$ cat config.mk
export PLATFORM = sky130hd
export DESIGN_NAME = sha256_byte_stream_hasher_flat
export DESIGN_NICKNAME = d
export VERILOG_FILES = /design/src/rtl/core/sbsh_pkg.sv /design/src/rtl/core/sbsh_channels.sv /design/src/rtl/core/sbsh_front.sv /design/src/rtl/core/sbsh_engine.sv /design/src/rtl/core/sha256_byte_stream_hasher.sv /design/src/flat_wrapper.sv
export VERILOG_INCLUDE_DIRS = /design/src /design/src/rtl/core
export SDC_FILE = /design/constraint.sdc
export NUM_CORES = 2
export LEC_CHECK = 0
export BUFFER_PORTS_ARGS = -buffer_cell sky130_fd_sc_hd__buf_2
export CORE_ASPECT_RATIO = 1.75
export CORE_MARGIN = 2
export CORE_UTILIZATION = 50
export CTS_CLUSTER_SIZE = 20
export DETAILED_ROUTE_END_ITERATION = 10
export GPL_TIMING_DRIVEN = 0
export PLACE_DENSITY_LB_ADDON = 0.25
export SLEW_MARGIN = 20
export SYNTH_ARGS = -nofsm -noshare
export SYNTH_HDL_FRONTEND = slang
export SYNTH_HIERARCHICAL = 1
export SYNTH_SLANG_ARGS = --single-unit
$ cat constraint.sdc
create_clock -name clock -period 21.6 [get_ports clock]
set_clock_uncertainty 0.05 [all_clocks]
set_input_delay 0 -clock clock [delete_from_list [all_inputs] [get_ports clock]]
set_output_delay 0 -clock clock [all_outputs]
set_load 0.01 [all_outputs]
$ cat src/rtl/core/sha256_byte_stream_hasher_macros.svh
// ----------------------------------------------------------------------------
// SHA-256 byte stream hasher assertion macros
// Shared concurrent assertion forms used by the hasher's modules.
// ----------------------------------------------------------------------------
`ifndef SHA256_BYTE_STREAM_HASHER_MACROS_SVH
`define SHA256_BYTE_STREAM_HASHER_MACROS_SVH

// Same-cycle implication, checked outside reset.
`define SBSH_ASSERT_NOW(label, clk, rst, ante, cons, msg) \
   label: assert property (@(posedge clk) disable iff (rst) (ante) |-> (cons)) \
      else $error(msg);

// Next-cycle implication, checked outside reset.
`define SBSH_ASSERT_NEXT(label, clk, rst, ante, cons, msg) \
   label: assert property (@(posedge clk) disable iff (rst) (ante) |=> (cons)) \
      else $error(msg);

`endif

$ cat src/rtl/core/sbsh_pkg.sv
// ----------------------------------------------------------------------------
// SHA-256 byte stream hasher package
// Types, constants and round functions shared by the hasher's modules.
// ----------------------------------------------------------------------------
`timescale 1ns / 1ps

package sbsh_pkg;

   typedef logic [31:0] word_type;

   localparam int FillWidth     = 6;
   localparam int RoundWidth    = 6;
   localparam int WordIdxWidth  = 3;
   localparam int DigestWords   = 8;
   localparam int WindowWords   = 16;
   localparam int LengthWidth   = 64;

   localparam logic [FillWidth-1:0]    LengthOffset = 6'd56;
   localparam logic [FillWidth-1:0]    LastFill     = 6'd63;
   localparam logic [RoundWidth-1:0]   LastRound    = 6'd63;
   localparam logic [WordIdxWidth-1:0] LastWord     = 3'd7;
   localparam logic [7:0]              PadByte      = 8'h80;
   localparam logic [LengthWidth-1:0]  BitsPerByte  = 64'd8;

   localparam int QueuePtrWidth = 1;
   localparam int QueueDepth    = 1 << QueuePtrWidth;
   localparam logic [QueuePtrWidth:0] QueueFull = (QueuePtrWidth + 1)'(QueueDepth);

   localparam word_type InitHash [DigestWords] = '{
      32'h6a09e667, 32'hbb67ae85, 32'h3c6ef372, 32'ha54ff53a,
      32'h510e527f, 32'h9b05688c, 32'h1f83d9ab, 32'h5be0cd19
   };

   localparam word_type RoundK [64] = '{
      32'h428a2f98, 32'h71374491, 32'hb5c0fbcf, 32'he9b5dba5,
      32'h3956c25b, 32'h59f111f1, 32'h923f82a4, 32'hab1c5ed5,
      32'hd807aa98, 32'h12835b01, 32'h243185be, 32'h550c7dc3,
      32'h72be5d74, 32'h80deb1fe, 32'h9bdc06a7, 32'hc19bf174,
      32'he49b69c1, 32'hefbe4786, 32'h0fc19dc6, 32'h240ca1cc,
      32'h2de92c6f, 32'h4a7484aa, 32'h5cb0a9dc, 32'h76f988da,
      32'h983e5152, 32'ha831c66d, 32'hb00327c8, 32'hbf597fc7,
      32'hc6e00bf3, 32'hd5a79147, 32'h06ca6351, 32'h14292967,
      32'h27b70a85, 32'h2e1b2138, 32'h4d2c6dfc, 32'h53380d13,
      32'h650a7354, 32'h766a0abb, 32'h81c2c92e, 32'h92722c85,
      32'ha2bfe8a1, 32'ha81a664b, 32'hc24b8b70, 32'hc76c51a3,
      32'hd192e819, 32'hd6990624, 32'hf40e3585, 32'h106aa070,
      32'h19a4c116, 32'h1e376c08, 32'h2748774c, 32'h34b0bcb5,
      32'h391c0cb3, 32'h4ed8aa4a, 32'h5b9cca4f, 32'h682e6ff3,
      32'h748f82ee, 32'h78a5636f, 32'h84c87814, 32'h8cc70208,
      32'h90befffa, 32'ha4506ceb, 32'hbef9a3f7, 32'hc67178f2
   };

   typedef enum logic [0:0] {
      CMD_DATA,
      CMD_FINISH
   } cmd_type;

   // Head of the command queue as seen by the engine.
   typedef struct packed {
      logic       valid;
      cmd_type    cmd;
      logic [7:0] data;
   } queue_head_type;

   typedef enum logic [2:0] {
      ST_IDLE,
      ST_PAD_ZERO,
      ST_PAD_LEN,
      ST_ROUND,
      ST_UPDATE,
      ST_EMIT
   } state_type;

   function automatic word_type big_sigma0(input word_type x);
      return {x[1:0], x[31:2]} ^ {x[12:0], x[31:13]} ^ {x[21:0], x[31:22]};
   endfunction

   function automatic word_type big_sigma1(input word_type x);
      return {x[5:0], x[31:6]} ^ {x[10:0], x[31:11]} ^ {x[24:0], x[31:25]};
   endfunction

   function automatic word_type small_sigma0(input word_type x);
      return {x[6:0], x[31:7]} ^ {x[17:0], x[31:18]} ^ {3'b000, x[31:3]};
   endfunction

   function automatic word_type small_sigma1(input word_type x);
      return {x[16:0], x[31:17]} ^ {x[18:0], x[31:19]} ^ {10'b0, x[31:10]};
   endfunction

   function automatic word_type choose(input word_type e, input word_type f,
                                       input word_type g);
      return (e & f) ^ (~e & g);
   endfunction

   function automatic word_type majority(input word_type a, input word_type b,
                                         input word_type c);
      return (a & b) ^ (a & c) ^ (b & c);
   endfunction

endpackage

$ cat src/rtl/core/sbsh_channels.sv
// ----------------------------------------------------------------------------
// SHA-256 byte stream hasher channels
// Valid/ready interfaces for the byte request and digest response channels.
// ----------------------------------------------------------------------------
`timescale 1ns / 1ps

interface sbsh_req_if;
   logic       valid;
   logic       ready;
   logic       kind;
   logic [7:0] data_byte;

   modport source (output valid, output kind, output data_byte, input ready);
   modport sink (input valid, input kind, input data_byte, output ready);
endinterface

interface sbsh_rsp_if;
   logic        valid;
   logic        ready;
   logic [31:0] digest_word;
   logic [2:0]  word_index;
   logic        last_word;

   modport source (output valid, output digest_word, output word_index,
                   output last_word, input ready);
   modport sink (input valid, input digest_word, input word_index,
                 input last_word, output ready);
endinterface

$ cat src/rtl/core/sbsh_front.sv
// ----------------------------------------------------------------------------
// SHA-256 hasher front end
// Accepts request beats, classifies them and holds them in a short queue.
// ----------------------------------------------------------------------------
`timescale 1ns / 1ps
`include "sha256_byte_stream_hasher_macros.svh"

module sbsh_front (
   input  logic                    clock,
   input  logic                    reset,
   sbsh_req_if.sink                req,
   output sbsh_pkg::queue_head_type head,
   input  logic                    pop
);
   import sbsh_pkg::*;

   cmd_type                 q_cmd_ff  [QueueDepth];
   logic [7:0]              q_data_ff [QueueDepth];
   logic [QueuePtrWidth-1:0] wr_ptr_ff, wr_ptr_in;
   logic [QueuePtrWidth-1:0] rd_ptr_ff, rd_ptr_in;
   logic [QueuePtrWidth:0]   count_ff, count_in;
   logic                    push;
   cmd_type                 cmd_in;

   assign req.ready = (count_ff != QueueFull);
   assign push      = req.valid && req.ready;
   assign cmd_in    = req.kind ? CMD_FINISH : CMD_DATA;

   assign head.valid = (count_ff != '0);
   assign head.cmd   = q_cmd_ff[rd_ptr_ff];
   assign head.data  = q_data_ff[rd_ptr_ff];

   always_comb begin
      wr_ptr_in = push ? wr_ptr_ff + 1'b1 : wr_ptr_ff;
      rd_ptr_in = pop ? rd_ptr_ff + 1'b1 : rd_ptr_ff;
      unique case ({push, pop})
         2'b10:   count_in = count_ff + 1'b1;
         2'b01:   count_in = count_ff - 1'b1;
         default: count_in = count_ff;
      endcase
   end

   always_ff @(posedge clock) begin
      if (reset) begin
         wr_ptr_ff <= '0;
         rd_ptr_ff <= '0;
         count_ff  <= '0;
      end else begin
         wr_ptr_ff <= wr_ptr_in;
         rd_ptr_ff <= rd_ptr_in;
         count_ff  <= count_in;
      end
   end

   always_ff @(posedge clock) begin
      if (push) begin
         q_cmd_ff[wr_ptr_ff]  <= cmd_in;
         q_data_ff[wr_ptr_ff] <= req.data_byte;
      end
   end

   `SBSH_ASSERT_NOW(a_queue_bound, clock, reset, 1'b1, count_ff <= QueueFull, "queue overfilled")

endmodule

$ cat src/rtl/core/sbsh_engine.sv
// ----------------------------------------------------------------------------
// SHA-256 hasher engine
// Assembles the block, pads the message, runs one round per cycle and
// returns the digest words through an output register.
// ----------------------------------------------------------------------------
`timescale 1ns / 1ps
`include "sha256_byte_stream_hasher_macros.svh"

module sbsh_engine (
   input  logic                     clock,
   input  logic                     reset,
   input  sbsh_pkg::queue_head_type head,
   output logic                     pop,
   sbsh_rsp_if.source               rsp
);
   import sbsh_pkg::*;

   state_type               state_ff, state_in;
   logic [FillWidth-1:0]    fill_ff, fill_in;
   logic [LengthWidth-1:0]  bits_ff, bits_in;
   logic [LengthWidth-1:0]  len_ff, len_in;
   logic                    pad_ff, pad_in;
   logic                    fin_ff, fin_in;
   logic [RoundWidth-1:0]   round_ff, round_in;
   logic [WordIdxWidth-1:0] idx_ff, idx_in;
   logic [23:0]             acc_ff, acc_in;
   word_type                win_ff  [WindowWords];
   word_type                win_in  [WindowWords];
   word_type                work_ff [DigestWords];
   word_type                work_in [DigestWords];
   word_type                hash_ff [DigestWords];
   word_type                hash_in [DigestWords];
   logic                    rsp_valid_ff, rsp_valid_in;
   word_type                rsp_word_ff, rsp_word_in;
   logic [WordIdxWidth-1:0] rsp_idx_ff, rsp_idx_in;
   logic                    rsp_last_ff, rsp_last_in;

   logic       put_en;
   logic [7:0] put_byte;
   logic       block_full;
   logic       emit_load;
   word_type   t1;
   word_type   t2;
   word_type   next_w;

   assign block_full = put_en && (fill_ff == LastFill);

   // Next state.
   always_comb begin
      state_in = state_ff;
      unique case (state_ff)
         ST_IDLE: begin
            if (head.valid) begin
               if (block_full) begin
                  state_in = ST_ROUND;
               end else if (head.cmd == CMD_FINISH) begin
                  state_in = ST_PAD_ZERO;
               end
            end
         end
         ST_PAD_ZERO: begin
            if (fill_ff == LengthOffset) begin
               state_in = ST_PAD_LEN;
            end else if (block_full) begin
               state_in = ST_ROUND;
            end
         end
         ST_PAD_LEN: begin
            if (block_full) begin
               state_in = ST_ROUND;
            end
         end
         ST_ROUND: begin
            if (round_ff == LastRound) begin
               state_in = ST_UPDATE;
            end
         end
         ST_UPDATE: begin
            priority if (fin_ff) begin
               state_in = ST_EMIT;
            end else if (pad_ff) begin
               state_in = ST_PAD_ZERO;
            end else begin
               state_in = ST_IDLE;
            end
         end
         ST_EMIT: begin
            if (emit_load && idx_ff == LastWord) begin
               state_in = ST_IDLE;
            end
         end
         default: state_in = ST_IDLE;
      endcase
   end

   // State outputs: the queue pop, which byte goes into the block this cycle and the digest load.
   always_comb begin
      pop       = 1'b0;
      put_en    = 1'b0;
      put_byte  = 8'h00;
      emit_load = 1'b0;
      unique case (state_ff)
         ST_IDLE: begin
            if (head.valid) begin
               pop      = 1'b1;
               put_en   = 1'b1;
               put_byte = (head.cmd == CMD_DATA) ? head.data : PadByte;
            end
         end
         ST_PAD_ZERO: begin
            put_en = (fill_ff != LengthOffset);
         end
         ST_PAD_LEN: begin
            put_en   = 1'b1;
            put_byte = len_ff[LengthWidth-1 -: 8];
         end
         ST_EMIT: begin
            emit_load = !rsp_valid_ff || rsp.ready;
         end
         default: begin
            put_en = 1'b0;
         end
      endcase
   end

   // One compression round and the message schedule step.
   always_comb begin
      t1 = work_ff[7] + big_sigma1(work_ff[4])
         + choose(work_ff[4], work_ff[5], work_ff[6]) + RoundK[round_ff] + win_ff[0];
      t2 = big_sigma0(work_ff[0]) + majority(work_ff[0], work_ff[1], work_ff[2]);
      next_w = small_sigma1(win_ff[14]) + win_ff[9] + small_sigma0(win_ff[1]) + win_ff[0];
   end

   always_comb begin
      fill_in      = put_en ? fill_ff + 1'b1 : fill_ff;
      bits_in      = bits_ff;
      len_in       = len_ff;
      pad_in       = pad_ff;
      fin_in       = fin_ff;
      round_in     = round_ff;
      idx_in       = idx_ff;
      acc_in       = acc_ff;
      win_in       = win_ff;
      work_in      = work_ff;
      hash_in      = hash_ff;
      rsp_valid_in = rsp_valid_ff && !rsp.ready;
      rsp_word_in  = rsp_word_ff;
      rsp_idx_in   = rsp_idx_ff;
      rsp_last_in  = rsp_last_ff;

      if (pop) begin
         if (head.cmd == CMD_DATA) begin
            bits_in = bits_ff + BitsPerByte;
         end else begin
            // The length field takes the count before this message ends.
            len_in  = bits_ff;
            bits_in = '0;
            pad_in  = 1'b1;
         end
      end

      if (state_ff == ST_PAD_LEN) begin
         len_in = {len_ff[LengthWidth-9:0], 8'h00};
         if (block_full) begin
            fin_in = 1'b1;
         end
      end

      if (put_en) begin
         acc_in = {acc_ff[15:0], put_byte};
         // Every fourth byte completes a big-endian word of the schedule.
         if (fill_ff[1:0] == 2'b11) begin
            for (int i = 0; i < WindowWords - 1; i++) begin
               win_in[i] = win_ff[i+1];
            end
            win_in[WindowWords-1] = {acc_ff, put_byte};
         end
      end

      if (block_full) begin
         work_in  = hash_ff;
         round_in = '0;
      end

      if (state_ff == ST_ROUND) begin
         for (int i = 0; i < WindowWords - 1; i++) begin
            win_in[i] = win_ff[i+1];
         end
         win_in[WindowWords-1] = next_w;
         work_in[0] = t1 + t2;
         work_in[1] = work_ff[0];
         work_in[2] = work_ff[1];
         work_in[3] = work_ff[2];
         work_in[4] = work_ff[3] + t1;
         work_in[5] = work_ff[4];
         work_in[6] = work_ff[5];
         work_in[7] = work_ff[6];
         round_in   = round_ff + 1'b1;
      end

      if (state_ff == ST_UPDATE) begin
         for (int i = 0; i < DigestWords; i++) begin
            hash_in[i] = hash_ff[i] + work_ff[i];
         end
      end

      if (emit_load) begin
         rsp_valid_in = 1'b1;
         rsp_word_in  = hash_ff[idx_ff];
         rsp_idx_in   = idx_ff;
         rsp_last_in  = (idx_ff == LastWord);
         idx_in       = idx_ff + 1'b1;
         if (idx_ff == LastWord) begin
            hash_in = InitHash;
            pad_in  = 1'b0;
            fin_in  = 1'b0;
         end
      end
   end

   always_ff @(posedge clock) begin
      if (reset) begin
         state_ff     <= ST_IDLE;
         fill_ff      <= '0;
         bits_ff      <= '0;
         pad_ff       <= 1'b0;
         fin_ff       <= 1'b0;
         idx_ff       <= '0;
         rsp_valid_ff <= 1'b0;
         hash_ff      <= InitHash;
      end else begin
         state_ff     <= state_in;
         fill_ff      <= fill_in;
         bits_ff      <= bits_in;
         pad_ff       <= pad_in;
         fin_ff       <= fin_in;
         idx_ff       <= idx_in;
         rsp_valid_ff <= rsp_valid_in;
         hash_ff      <= hash_in;
      end
   end

   always_ff @(posedge clock) begin
      len_ff      <= len_in;
      round_ff    <= round_in;
      acc_ff      <= acc_in;
      win_ff      <= win_in;
      work_ff     <= work_in;
      rsp_word_ff <= rsp_word_in;
      rsp_idx_ff  <= rsp_idx_in;
      rsp_last_ff <= rsp_last_in;
   end

   assign rsp.valid       = rsp_valid_ff;
   assign rsp.digest_word = rsp_word_ff;
   assign rsp.word_index  = rsp_idx_ff;
   assign rsp.last_word   = rsp_last_ff;

   `SBSH_ASSERT_NOW(a_pop_valid, clock, reset, pop, head.valid, "pop from an empty queue")
   `SBSH_ASSERT_NEXT(a_round_end, clock, reset, state_ff == ST_ROUND && round_ff == LastRound, state_ff == ST_UPDATE, "rounds did not end in update")
   `SBSH_ASSERT_NOW(a_emit_aligned, clock, reset, state_ff == ST_EMIT, fill_ff == '0, "digest emitted with a partial block")
   `SBSH_ASSERT_NOW(a_len_tail, clock, reset, state_ff == ST_PAD_LEN, fill_ff >= LengthOffset, "length bytes outside the block tail")

endmodule

$ cat src/rtl/core/sha256_byte_stream_hasher.sv
// ----------------------------------------------------------------------------
// SHA-256 byte stream hasher
// Hashes a byte stream and returns the 256-bit digest as eight beats.
// ----------------------------------------------------------------------------
// Request channel: one beat per message byte (kind 0) or one finish beat
// (kind 1). A two-entry queue takes beats while the engine is busy.
// Response channel: a finish beat yields eight beats, digest word 0 first,
// with last_word set on the eighth.
// Data bytes enter the block in the idle state; every 64th byte also starts
// the compression, one round per cycle, 64 rounds and then an update step
// that folds the result into the hash. A finish beat pads the block one
// byte per cycle, with an idle step at the length offset before the
// length bytes, runs one or two compressions and then loads the eight
// digest words into the output register, one per cycle while the
// receiver takes them. Reset loads the initial hash values, empties the
// queue and clears the fill, bit and word counters of the engine.
// When the receiver stalls, the engine waits with the next digest word and
// the queue fills; ready on the request channel then drops.
// ----------------------------------------------------------------------------
`timescale 1ns / 1ps

module sha256_byte_stream_hasher (
   input logic        clock,
   input logic        reset,
   sbsh_req_if.sink   req_ch,
   sbsh_rsp_if.source rsp_ch
);
   import sbsh_pkg::*;

   queue_head_type head;
   logic           pop;

   sbsh_front u_front (
      .clock (clock),
      .reset (reset),
      .req   (req_ch),
      .head  (head),
      .pop   (pop)
   );

   sbsh_engine u_engine (
      .clock (clock),
      .reset (reset),
      .head  (head),
      .pop   (pop),
      .rsp   (rsp_ch)
   );

endmodule
$ cat src/flat_wrapper.sv
// flat-port wrapper written by rule: the top's interface ports become plain ports
module sha256_byte_stream_hasher_flat import sbsh_pkg::*;
  (clock, reset, req_ch_valid, req_ch_kind, req_ch_data_byte, req_ch_ready, rsp_ch_valid, rsp_ch_digest_word, rsp_ch_word_index, rsp_ch_last_word, rsp_ch_ready);
  sbsh_req_if req_ch_i ();
  sbsh_rsp_if rsp_ch_i ();
  input logic clock;
  input logic reset;
  input wire logic [$bits(req_ch_i.valid)-1:0] req_ch_valid;
  input wire logic [$bits(req_ch_i.kind)-1:0] req_ch_kind;
  input wire logic [$bits(req_ch_i.data_byte)-1:0] req_ch_data_byte;
  output wire logic [$bits(req_ch_i.ready)-1:0] req_ch_ready;
  output wire logic [$bits(rsp_ch_i.valid)-1:0] rsp_ch_valid;
  output wire logic [$bits(rsp_ch_i.digest_word)-1:0] rsp_ch_digest_word;
  output wire logic [$bits(rsp_ch_i.word_index)-1:0] rsp_ch_word_index;
  output wire logic [$bits(rsp_ch_i.last_word)-1:0] rsp_ch_last_word;
  input wire logic [$bits(rsp_ch_i.ready)-1:0] rsp_ch_ready;
  assign req_ch_i.valid = req_ch_valid;
  assign req_ch_i.kind = req_ch_kind;
  assign req_ch_i.data_byte = req_ch_data_byte;
  assign req_ch_ready = req_ch_i.ready;
  assign rsp_ch_valid = rsp_ch_i.valid;
  assign rsp_ch_digest_word = rsp_ch_i.digest_word;
  assign rsp_ch_word_index = rsp_ch_i.word_index;
  assign rsp_ch_last_word = rsp_ch_i.last_word;
  assign rsp_ch_i.ready = rsp_ch_ready;
  sha256_byte_stream_hasher u_core (.clock(clock), .reset(reset), .req_ch(req_ch_i), .rsp_ch(rsp_ch_i));
endmodule
# Yosys cells after proc, flatten, opt, wreduce, memory -nomap -nowiden
# Memories as Yosys holds them, arrays and structs flattened. A register that Yosys moved wholly into a read port is not among the register bits.
# Index checks and enable logic that the tools add are counted.
# W data, S select, Z words.
# word_totals
ff_bits	1237
latchBits	0
ramBits	18
romBits	2048
in_bits	13
word_cells	189
n_memories	3
# classes
addsub	26
mul	0
n_div	0
magnitude_cmp	2
n_eq_ne	18
shifts	0
n_mux	53
bitwise	19
reduce_logical	19
# mem_list
name	depth	width	read_ports	rd_ports_with_merged_regs	write_ports	line_no	text
(name not given)	64	32	1	0	0	sbsh_engine.sv:129	+ choose(work_ff[4], work_ff[5], work_ff[6]) + RoundK[round_ff] + win_ff[0];
u_core.u_front.q_data_ff	2	8	1	1	1	sbsh_front.sv:18	logic [7:0] q_data_ff [QueueDepth];
u_core.u_front.q_cmd_ff	2	1	1	1	1	sbsh_front.sv:17	cmd_type q_cmd_ff [QueueDepth];
# op_table
operator	count
$mux W512	3
$mux W256	5
$add A32 B32 Y32	18
$xor A32 B32 Y32	9
$mux W64	4
$and A32 B32 Y32	5
$mux W32	4
$bmux W32 S3	1
$add A64 B4 Y64 const B	1
$not A32 Y32	1
$xor A32 B22 Y32	1
$xor A32 B29 Y32	1
$mux W3	8
$mux W1	20
$eq A6 B6 Y1 const B	3
$pmux W3 S6	1
$mux W8	2
$pmux W8 S2	1
$reduce_bool A2 Y1	7
$add A6 B1 Y6 const B	2
$mux W6	2
$eq A3 B3 Y1 const B	3
$ge A7 B7 Y1 const B	1
$not A6 Y7	1
other kinds (22)	33

# Depth between registers and ports, before layout
# depth
word_depth	8
mapped_depth	37

# Modules after synthesis
# The synthesis kept the hierarchy.
# modules_own_cells
module	instances	cells_per_inst	area_per_inst_um2
sbsh_engine	1	7207	73336.6
sbsh_front	1	51	862.1

# Least setup slack after synthesis
# Ideal clock, no wire load.
# synth_timing
path_type	register to register
startpoint	register u_core.u_engine.fill_ff[0]
endpoint	register u_core/u_engine/win_ff[0] (netlist name) (enable)
setup_ns	0.899
arrival_ns	14.266
required_ns	20.651
setup_slack_ns	6.386
path_stages_with_launch	7
path_cell_list	dfxtp_1 -> inv_1 -> ha_1 -> a31o_2 -> a211oi_1 -> nand2_1 -> nand2_1
# synth_via
elab_chain_len	4
# synth_rtl
element	line_no	text
from (decl)	sbsh_engine.sv:19	logic [FillWidth-1:0] fill_ff, fill_in;
from (signal assigned)	sbsh_engine.sv:233	fill_ff <= fill_in;
$ne A6 B6 Y1	sbsh_engine.sv:111	put_en = (fill_ff != LengthOffset);
$pmux W1 S3	sbsh_engine.sv:102	unique case (state_ff)
net u_core.u_engine.put_en	sbsh_engine.sv:38	logic put_en;
$reduce_bool A2 Y1 (no line)	--	
$reduce_and A2 Y1 (no line)	--	
to (signal assigned)	sbsh_engine.sv:247	win_ff <= win_in;
to (decl)	sbsh_engine.sv:27	word_type win_ff [WindowWords];
# The timed path passes the listed nets, and every way through them passes these cells.
# A chain may end at the register's enable or synchronous reset.

==> impl_results.md <==
- Worst setup path start: u_core/u_engine/round_ff[0]
- Final Slew Violations: 0
- Detailed placement HPWL: 237,000 µm
- Synth top cells by count: nand2_1 (1,162), edfxtp_1 (908), inv_1 (496), a21oi_1 (443), o21ai_0 (420)
- CTS tree: done
- Worst setup margin: 8.55 ns
- Share of cells above drive strength 1: 6.59%
- Tmin final: 13.05 ns
- Core footprint: 0.148 mm²
- Final setup fails: 0
- Antenna Violating Nets Remaining: 0
- Critical Path RT: 22.06 ns
- P&R area growth vs syn: 10.4%
- Slew headroom: 14.3%
- Die X: 295 µm
- Synth Instances: 7,258
- Multi-input gate area: 0.0371 mm²
- Placed inst area: 0.0776 mm²
- Largest net degree at the start of global routing: 66
- Final Hold Fails: 0
- Max incr delay on CP: 0.86 ns
- Number of enable flip-flop cells after synthesis: 908
- Status: finished, final reports clean
- Synth area leaders: edfxtp_1 (37%), dfxtp_1 (9.2%), ha_1 (6.8%)
- Register area: 0.0341 mm²
- Syn avg cell area: 10.2 µm²
- Die Span Y: 514 µm
- Yosys reg bits: 1,250
- Clk Latency, worst-skew pair: 0.81 ns
- GR Overflow Total: 0
- Pwr dens: 96.5 mW/mm²
- Worst vdd ir: 0.0723 mV
- Fillers: 13.2k
- Initial core utilization: 50.2%
- Total track usage: 39.7%
- Startpoint types: flop
- Critical path class: reg -> reg
- Max Freq: 76.6 MHz
- R2R Path Start: u_core/u_engine/round_ff[0]
- Die ar.: 0.152 mm²
- Post-layout nets: 8,089
- Share of the synthesized area in the top cell type: 36.7%
- I/O Buffers: 50
- Clock slew at reported path FFs: 0.06 ns
- First-pass GRT wire length: 422,000 µm
- R2R setup slack: 8.55 ns
- RSZ-0062 raised after global routing: no
- DR DRC count: 0
- Vias per inst: 6.23
- Hold WC Path Type: in -> reg
- Seq/Total Area, Yosys: 46.0%
- First-pass iteration count of the detailed router: 6
- Wirelength per Cell: 31.7 µm
- Cts bufs inserted: 115
- Synth Cell Area: 0.0742 mm²
- Total number of vias: 59.6k
- CP Capture Point: u_core/u_engine/work_ff[126]
- Root Driver: clkbuf_16
- CP max-delay cell: nor3b_1
- Maximum buffer depth of the clock tree: 3
- Period utilisation layout: 60.4%
- Ys flop type: edfxtp_1
- Ys Warns: 6
- Fin area: 0.0819 mm²
- Worst-path fanout max: 11
- Worst-Margin Slew: 1.28 ns
- Crit end category: flop
- First DRT Iteration DRCs: 5,904
- Post_cts resized: 0
- Asr flop ratio synth: 0%
- Synth unique cells: 89
- R2R cell count: 32
- Leakage power: 0.0324 µW
- CP most frequent cell: a21o_1
- Largest area contributor in the netlist: edfxtp_1
- Ports: 51
- Reg2reg end: u_core/u_engine/work_ff[126]
- Final core utilization: 55.4%
- Crit path DAT: 13.50 ns
- DRT Wirelength: 303,000 µm
- Placer Congestion: 1.07
- Setup TNS: 0 ns
- Antenna violations before repair: 15
- Syn Nets: 7,871
- Vias in the first global route: 59.2k
- Most frequent cell after synthesis: nand2_1
- # rows: 187
- Clock sink total: 1,250
- Setup WS pre-CTS: 9.26 ns
- Max cap viols: 0
- # H-tree levels: 3
[logic make-up after synthesis]
kind of cell | count (synthesis) | synth area share (%)
multiplexers | 160 | 3.44
AO/OA/AOI/OAI | 1721 | 14.8
XOR/XNOR | 615 | 7.26
adder cells (fa/ha/maj) | 602 | 12.1
flip-flops | 1250 | 46.0
AND/OR/NAND/NOR | 2075 | 12.1
buffers and inverters | 835 | 4.26
[routing by layer]
layer	global-route usage, %	wire (µm)
met5	0	38
met2	66.0	145000
met1	39.6	96700
met4	42.6	39900
met3	7.79	21200
[sequential cells by signal (all words and copies together) (netlist names), named ones only]
signal / cells
u_core/u_engine/state_ff: 3
u_core/u_front/q_cmd_ff: 2
u_core/u_engine/len_ff: 61
u_core/u_front/q_data_ff: 16
u_core/u_engine/acc_ff: 24
u_core/u_engine/rsp.valid: 1
u_core/u_engine/work_ff: 256
u_core/u_engine/fill_ff: 6
u_core/u_engine/idx_ff: 3
u_core/u_engine/pad_ff: 1
u_core/u_engine/round_ff: 6
u_core/u_engine/rsp.digest_word: 32
u_core/u_front/rd_ptr_ff: 1
u_core/u_engine/fin_ff: 1
u_core/u_front/count_ff: 2
u_core/u_engine/win_ff: 512
u_core/u_engine/hash_ff: 256
u_core/u_engine/bits_ff: 61
u_core/u_engine/rsp.last_word: 1
u_core/u_front/wr_ptr_ff: 1
u_core/u_engine/rsp.word_index: 3
[how the worst min path moves through the flow]
stage | endpoint | slack (ns) | start | cells past startpoint
detailed placement | u_core/u_front/q_data_ff[0][0] | 0.15 | req_ch_data_byte[0] | 1
global placement | u_core/u_front/q_data_ff[1][0] | 0.14 | req_ch_data_byte[0] | 1
global route | u_core/u_front/wr_ptr_ff | 0.13 | req_ch_valid | 4
floorplan | u_core/u_front/count_ff[1] | 0.02 | reset | 1
finish | u_core/u_front/wr_ptr_ff | 0.1 | req_ch_valid | 4
CTS | u_core/u_front/wr_ptr_ff | 0.07 | req_ch_valid | 4
[critical path: cells and delay by family (launching register included)]
kind	cells	cell delay, ns
XOR/XNOR	2	0.83
adder cells (fa/ha/maj)	4	1.82
buffers and inverters	4	2.31
AND/OR/NAND/NOR	9	3.71
flip-flops	1	0.55
AO/OA/AOI/OAI	13	3.46
[what timing repair did]
item	CTS	global route
hold buffers	22	0
endpoints found under the hold margin	52	0
buffers inserted	0	0
[area by class of cell]
class                      count  area share (%)
multi-input combinational   5173            45.2
sequential                  1250            41.6
clock buffer                 146            3.77
tap                         1984            3.03
inverter                     500            2.29
buffer                       335            1.62
timing repair buffer         101            1.27
clock inverter                69            1.13
antenna                        5          0.0153
[report_power, final]
part           switching (µW)  leakage [µW]  internal (µW)
sequential                229        0.0110           2860
clock                     975       0.00194           1210
combinational            1730        0.0194            907
[metrics by stage]
| step | power, µW | cells | hold slack, ns |
|---|---|---|---|
| floorplan | 4690 | 7258 | 0.0191 |
| global route | 8180 | 9560 | 0.126 |
| finish | 7910 | 9563 | 0.0990 |
| CTS | 7830 | 9558 | 0.0729 |
| global placement | 5610 | 9292 | 0.144 |
| detailed placement | 5640 | 9321 | 0.148 |
[cells in the final DEF (no fill, tap or decap), types with 20 or more instances in the layout]
cell type,instances
a211oi_1,74
a21o_1,199
a21oi_1,443
a22o_1,65
a31oi_1,67
and2_1,29
and3_1,35
buf_1,35
buf_2,60
clkbuf_1,280
clkbuf_16,116
clkbuf_2,29
dfxtp_1,342
dlygate4sd3_1,22
edfxtp_1,908
fa_1,195
ha_1,405
inv_1,496
mux2_2,71
mux2i_1,20
mux4_2,69
nand2_1,1160
nand2b_1,50
nand3_1,118
nand4_1,40
nor2_1,368
nor2b_1,34
nor3_1,101
o211ai_1,118
o21a_1,75
o21ai_0,416
o21bai_1,42
o311ai_0,23
o31ai_1,29
or3_1,47
xnor2_1,342
xor2_1,271
Power figures use the tool's default switching activity.
